<file path="config.mk">
export PLATFORM = sky130hd
export DESIGN_NAME = pngunf_unpack
export DESIGN_NICKNAME = d
export VERILOG_FILES = /design/src/sv/pngunf_pkg.sv /design/src/sv/pngunf_unpack.sv
export SDC_FILE = /design/constraint.sdc
export NUM_CORES = 1
export LEC_CHECK = 0
export BUFFER_PORTS_ARGS = -buffer_cell sky130_fd_sc_hd__buf_2
export CAP_MARGIN = 20
export CORE_ASPECT_RATIO = 1.2
export CORE_MARGIN = 5
export CORE_UTILIZATION = 45
export DETAILED_ROUTE_END_ITERATION = 10
export PLACE_DENSITY = 0.74
export SLEW_MARGIN = 15
export SYNTH_ARGS = -nofsm -noshare
export SYNTH_HDL_FRONTEND = slang
export SYNTH_SLANG_ARGS = --single-unit
</file>
<file path="constraint.sdc">
create_clock -name clock -period 1.8 [get_ports clock]
set_input_delay 0.36 -clock clock [delete_from_list [all_inputs] [get_ports clock]]
set_output_delay 0.36 -clock clock [all_outputs]
set_load 0.005 [all_outputs]
</file>
<file path="src/sv/pngunf_pkg.sv">
`timescale 1ns / 1ps
// shared constants, types and the paeth predictor for the png scanline unfilter
package pngunf_pkg;

   localparam int MAX_ROW_BYTES = 4096;
   localparam int ROW_IDX_W     = $clog2(MAX_ROW_BYTES);
   localparam int BYTE_POS_W    = $clog2(MAX_ROW_BYTES + 1);
   localparam int WIDTH_W       = 16;
   localparam int DEPTH_W       = 2;
   localparam int ROW_BYTES_W   = WIDTH_W + 4;
   localparam int CNT_W         = 4;
   localparam int CSR_IDX_W     = 1;
   localparam int CSR_DATA_W    = 16;
   localparam int REQ_TDATA_W   = 8;
   localparam int RSP_TDATA_W   = 16;

   typedef enum logic [2:0] {
      FILT_NONE  = 3'd0,
      FILT_SUB   = 3'd1,
      FILT_UP    = 3'd2,
      FILT_AVG   = 3'd3,
      FILT_PAETH = 3'd4
   } filter_type;

   typedef enum logic [CSR_IDX_W-1:0] {
      CSR_IMAGE_WIDTH = 1'b0,
      CSR_DEPTH_CODE  = 1'b1
   } csr_index_type;

   typedef enum logic [DEPTH_W-1:0] {
      DEPTH_1 = 2'd0,
      DEPTH_2 = 2'd1,
      DEPTH_4 = 2'd2,
      DEPTH_8 = 2'd3
   } depth_type;

   // one reconstructed byte on its way to the unpacker
   typedef struct packed {
      logic [7:0]       value;
      logic [CNT_W-1:0] count;
      logic             row_last;
      logic             bad;
      depth_type        depth;
   } byte_item_type;

   typedef struct packed {
      logic [7:0] pixel_index;
      logic       row_end;
      logic       bad_filter;
      logic       last;
   } pixel_item_type;

   function automatic logic [7:0] paeth_predict(input logic [7:0] a, input logic [7:0] b,
                                                input logic [7:0] c);
      logic signed [10:0] p;
      logic signed [10:0] da;
      logic signed [10:0] db;
      logic signed [10:0] dc;
      p  = $signed({3'b000, a}) + $signed({3'b000, b}) - $signed({3'b000, c});
      da = p - $signed({3'b000, a});
      db = p - $signed({3'b000, b});
      dc = p - $signed({3'b000, c});
      if (da < 0) da = -da;
      if (db < 0) db = -db;
      if (dc < 0) dc = -dc;
      if (da <= db && da <= dc) return a;
      return (db <= dc) ? b : c;
   endfunction

endpackage

</file>
<file path="src/sv/pngunf_unpack.sv">
`timescale 1ns / 1ps
// msb-first pixel unpacker with the response register
module pngunf_unpack (
   input  logic                          clock,
   input  logic                          reset,
   input  logic                          bi_valid,
   output logic                          bi_ready,
   input  pngunf_pkg::byte_item_type     bi_item,
   output logic                          rsp_valid,
   input  logic                          rsp_ready,
   output pngunf_pkg::pixel_item_type    rsp_item
);
   import pngunf_pkg::*;

   logic             cur_valid_ff;
   logic [7:0]       sh_ff, sh_in;
   logic [CNT_W-1:0] rem_ff;
   logic             row_last_ff;
   logic             bad_ff;
   depth_type        depth_ff;

   logic             rsp_valid_ff;
   pixel_item_type   rsp_item_ff, rsp_item_in;

   logic             out_load, emit, done;
   logic [7:0]       pixel;

   always_comb begin
      case (depth_ff)
         DEPTH_1: begin
            pixel = {7'd0, sh_ff[7]};
            sh_in = {sh_ff[6:0], 1'b0};
         end
         DEPTH_2: begin
            pixel = {6'd0, sh_ff[7:6]};
            sh_in = {sh_ff[5:0], 2'b00};
         end
         DEPTH_4: begin
            pixel = {4'd0, sh_ff[7:4]};
            sh_in = {sh_ff[3:0], 4'b0000};
         end
         default: begin
            pixel = sh_ff;
            sh_in = 8'd0;
         end
      endcase
      out_load = !rsp_valid_ff || rsp_ready;
      emit     = cur_valid_ff && out_load;
      done     = emit && (rem_ff == CNT_W'(1));
      rsp_item_in.pixel_index = pixel;
      rsp_item_in.last        = (rem_ff == CNT_W'(1));
      rsp_item_in.row_end     = row_last_ff && (rem_ff == CNT_W'(1));
      rsp_item_in.bad_filter  = bad_ff;
   end

   assign bi_ready  = !cur_valid_ff || done;
   assign rsp_valid = rsp_valid_ff;
   assign rsp_item  = rsp_item_ff;

   always_ff @(posedge clock) begin
      if (reset) begin
         cur_valid_ff <= 1'b0;
         rsp_valid_ff <= 1'b0;
      end else begin
         if (bi_ready) begin
            cur_valid_ff <= bi_valid;
         end
         if (out_load) begin
            rsp_valid_ff <= cur_valid_ff;
         end
      end
   end

   always_ff @(posedge clock) begin
      if (bi_ready && bi_valid) begin
         sh_ff       <= bi_item.value;
         rem_ff      <= bi_item.count;
         row_last_ff <= bi_item.row_last;
         bad_ff      <= bi_item.bad;
         depth_ff    <= bi_item.depth;
      end else if (emit) begin
         sh_ff  <= sh_in;
         rem_ff <= rem_ff - CNT_W'(1);
      end
      if (emit) begin
         rsp_item_ff <= rsp_item_in;
      end
   end

endmodule

</file>
Yosys cells after proc, flatten, opt, wreduce, memory -nomap -nowiden
Cells that the tools add are included.
Widths: inputs -> output; s select.
Word-level totals
  bits in read-only memories: 0
  output and inout bits: 13
  input bits: 20
  bits in latches: 0
  memories: 0
  memory bits (writable): 0
  bits in registers: 29
Cells by class
  bitwise logic cells: 0
  shifts and indexed selects: 0
  magnitude comparators: 0
  divide/modulo/power cells: 0
  muxes and demuxes: 6
  multipliers: 0
  reduce and logical (&&, ||, !) cells: 10
  equal/unequal tests: 3
  add/subtract/negate cells: 1
Operators by type and width (count)
  $pmux 8 s3: 2
  $mux 8: 2
  $mux 4: 2
  $eq 4x1->1 const B: 1
  $logic_and 1x1->1: 4
  $sub 4x1->4 const B: 1
  $eq 2x1->1 const B: 1
  $eq 2x2->1 const B: 1
  $logic_not 1->1: 2
  $logic_not 2->1: 1
  $logic_or 1x1->1: 2
  $reduce_bool 2->1: 1

Logic depth before layout (Yosys ltp)
  depth in word-level cells: 7
  gate-level depth with buffers: 6
  depth with buffers taken out: 5

Least setup slack after synthesis
Ideal clock, no wire load.
  kind: flip-flop to flip-flop
  from: register rem_ff[0]
  to: register rem_ff[2] (data pin)
  data required time: 1.540 ns
  arrival: 1.440 ns
  stages on the path, launching flop included: 6
  setup slack: 0.099 ns
  library setup time: 0.260 ns
  path through: edfxtp_1 > ha_1 > nor3b_4 > a31oi_4 > buf_6 > mux2_4
RTL lines
  start: declaration: RTL line pngunf_unpack.sv:17  | logic [CNT_W-1:0] rem_ff;
  start signal: assignment: RTL line pngunf_unpack.sv:77  | rem_ff <= bi_item.count;
  start signal: assignment: RTL line pngunf_unpack.sv:83  | rem_ff <= rem_ff - CNT_W'(1);

==> out/results.ini <==
[finish]
layout-drive-gt1-share_pct = 46.38
fin_cells = 174
area.growth.synth_to_final_pct = 23.57
fin_nets = 160
fin_util_pct = 57.53
antennaDiodeCount = 0
fin_area_um2 = 1758

[min_path]
whs_endpoint = cur_valid_ff
whs_path_depth = 2
hp-start = reset
hold_path_class = in2reg

[route]
wl_um = 2406
ant_nets = 0
wire_per_inst_um = 13.83
drc = 0
dr.pass1.iters = 3
vias = 864
drt_iter0_markers = 18
avgViaCountPerCell = 4.966

[synth]
synthFlopType = edfxtp_1
syn_area_um2 = 1423
syn_nets = 118
synth.most_common_cell = edfxtp_1
synthTopCellsByCount = edfxtp_1, mux2i_1, mux2_4
yosysWarnings = 0
ys_top_cells_by_area = edfxtp_1, mux2_4, mux2i_1
synth_top_area_share_pct = 56.99
syn_inst = 96
synthArstFlopShare_pct = 0
ys_seq_elements = 29
syn_avg_cell_area_um2 = 14.82
synth-edff-count = 27
yosysSeqAreaShare_pct = 59.81
synth_cell_types = 28
synth_area_leader_cell = edfxtp_1

[setup_path]
cp.required_ns = 1.87
start_kind = flip-flop
end_kind = flip-flop
path_class = reg2reg
reg2reg_depth = 6
r2r_end = rem_ff[0]
reg2reg_slack_ns = -0.03
r2r-start = rem_ff[0]
cp_max_fo = 7
cp.arrival_ns = 1.90

[clock_tree]
cts_tree = done
clk_path_buf_depth = 2
cts.htree.levels = 2
hold_buffers = 0
cts_buffers = 5
clk_latency_ns = 0.32
cts.clk_slew.worst_paths_ns = 0.07
root_buffer = clkbuf_4
cts_sinks = 29

[timing]
worst_slew_pin_slew_ns = 0.5233
period_needed_ns = 1.831
slew_headroom_pct = 65.11
setup_ws_ns = -0.03086
hold_violations = 0
maxSlewViolCount = 0
skew_ns = 0.01086
fmax_mhz = 546.2
finalSetupViolations = 6
rsz0062_at_grt = yes
fin_tns_setup_ns = -0.09373
period_share_pct = 101.7
hold_ws_ns = 0.2037

[power_and_ir_drop]
finalPower_mw = 1.562
irDropWorstVdd_mv = 0.5011
p_per_area_nw_per_um2 = 888.3
leakage_nw = 0.7767

[job]
drv_cap = 0

[floorplanning]
die_area_um2 = 4390
ios = 33
core-area_um2 = 3055
die_w_um = 61.33
die_y_um = 71.59
initial_core_util_pct = 46.56
num_rows = 22

[grt]
grt_pass1_wl_um = 3774
overflow = 0
antenna_found_initial = 0
grt_max_degree = 21
first_global_vias = 852
grt_use_total_pct = 11.89

[place]
dp.cells = 162
dpl-instance-area_um2 = 1635
place.gp.congestion = 0.7673
hpwl_um = 1684
dp_slack_ns = 0.03843
numPortBuffers = 32

[run_status]
status = complete, but fails checks
violations = negative setup slack

## how the worst max path moves through the flow
| stage | startpoint | end | slack [ns] | cells after the start |
|---|---|---|---|---|
| floorplan | rem_ff[0] | rem_ff[2] | 0.1 | 5 |
| global placement | rem_ff[0] | rem_ff[3] | 0.09 | 5 |
| detailed placement | rem_ff[0] | rem_ff[3] | 0.04 | 5 |
| CTS | rem_ff[1] | bi_ready | -0.05 | 5 |
| global route | rem_ff[1] | rem_ff[3] | -0.09 | 7 |
| finish | rem_ff[0] | rem_ff[0] | -0.03 | 6 |
## final cells by class
class	count	area, µm²
multi-input cells	56	538.0
clock inverters	1	3.754
fillers	268	1297
inverters	6	22.52
repair buffers	40	256.5
flip-flops and latches	29	850.8
well taps	36	45.04
clock buffers	6	41.29
## layer usage
metal	global-route usage, %	routed length, µm	vias to the layer above
met5	0	0	-
met4	7.229	57	0
met3	3.423	148	7
met2	18.35	1194	27
met1	14.27	1006	395
li1	-	-	435
## flip-flops by register name (all words and copies together), names as in the netlist
register	count
row_last_ff	1
rem_ff	4
rsp_item	11
sh_ff	8
depth_ff	2
bad_ff	1
rsp_valid	1
cur_valid_ff	1
## layout by cell type (no fill, tap or decap), types with 3 or more instances in the layout
cell type,synthesis,final
a21oi_1,4,4
and3_1,4,4
buf_2,1,31
buf_4,0,6
clkbuf_4,0,5
edfxtp_1,27,27
inv_1,6,5
mux2_4,7,8
mux2i_1,10,10
nand3b_1,4,4
nor2b_1,3,3
o21ai_0,4,4
## where the power goes
group / internal (mW) / switching [mW] / total (mW) / leakage (nW)
clock network: 0.141 / 0.200 / 0.342 / 0.0258
registers: 0.838 / 0.0658 / 0.904 / 0.282
logic: 0.193 / 0.123 / 0.316 / 0.469
## repair_timing
action / 4_1_cts / 5_1_grt
endpoints found under the setup margin: 1 / 2
pin swaps: 1 / 3
resized for setup: 3 / 2
gates cloned: 0 / 1
setup buffers: 2 / 2
## cell families (layout without fill, tap and decap cells)
logic type               Yosys count  after routing  share of synthesized area, %
buffers and inverters             11             53                         3.517
flip-flops                        29             29                         59.81
AO/OA/AOI/OAI                     10             10                         4.925
adder cells (fa/ha/maj)            2              2                         1.759
XOR/XNOR                           2              2                         1.232
AND/OR/NAND/NOR                   21             21                         10.38
multiplexers                      21             21                         18.38
## worst max-delay path, stage by stage (launching register included)
cell,delay [ns]
edfxtp_1,0.43
ha_4,0.18
nor3b_4,0.15
buf_4,0.14
a31oi_4,0.20
buf_12,0.17
mux2_2,0.33
Power figures use the tool's default switching activity.
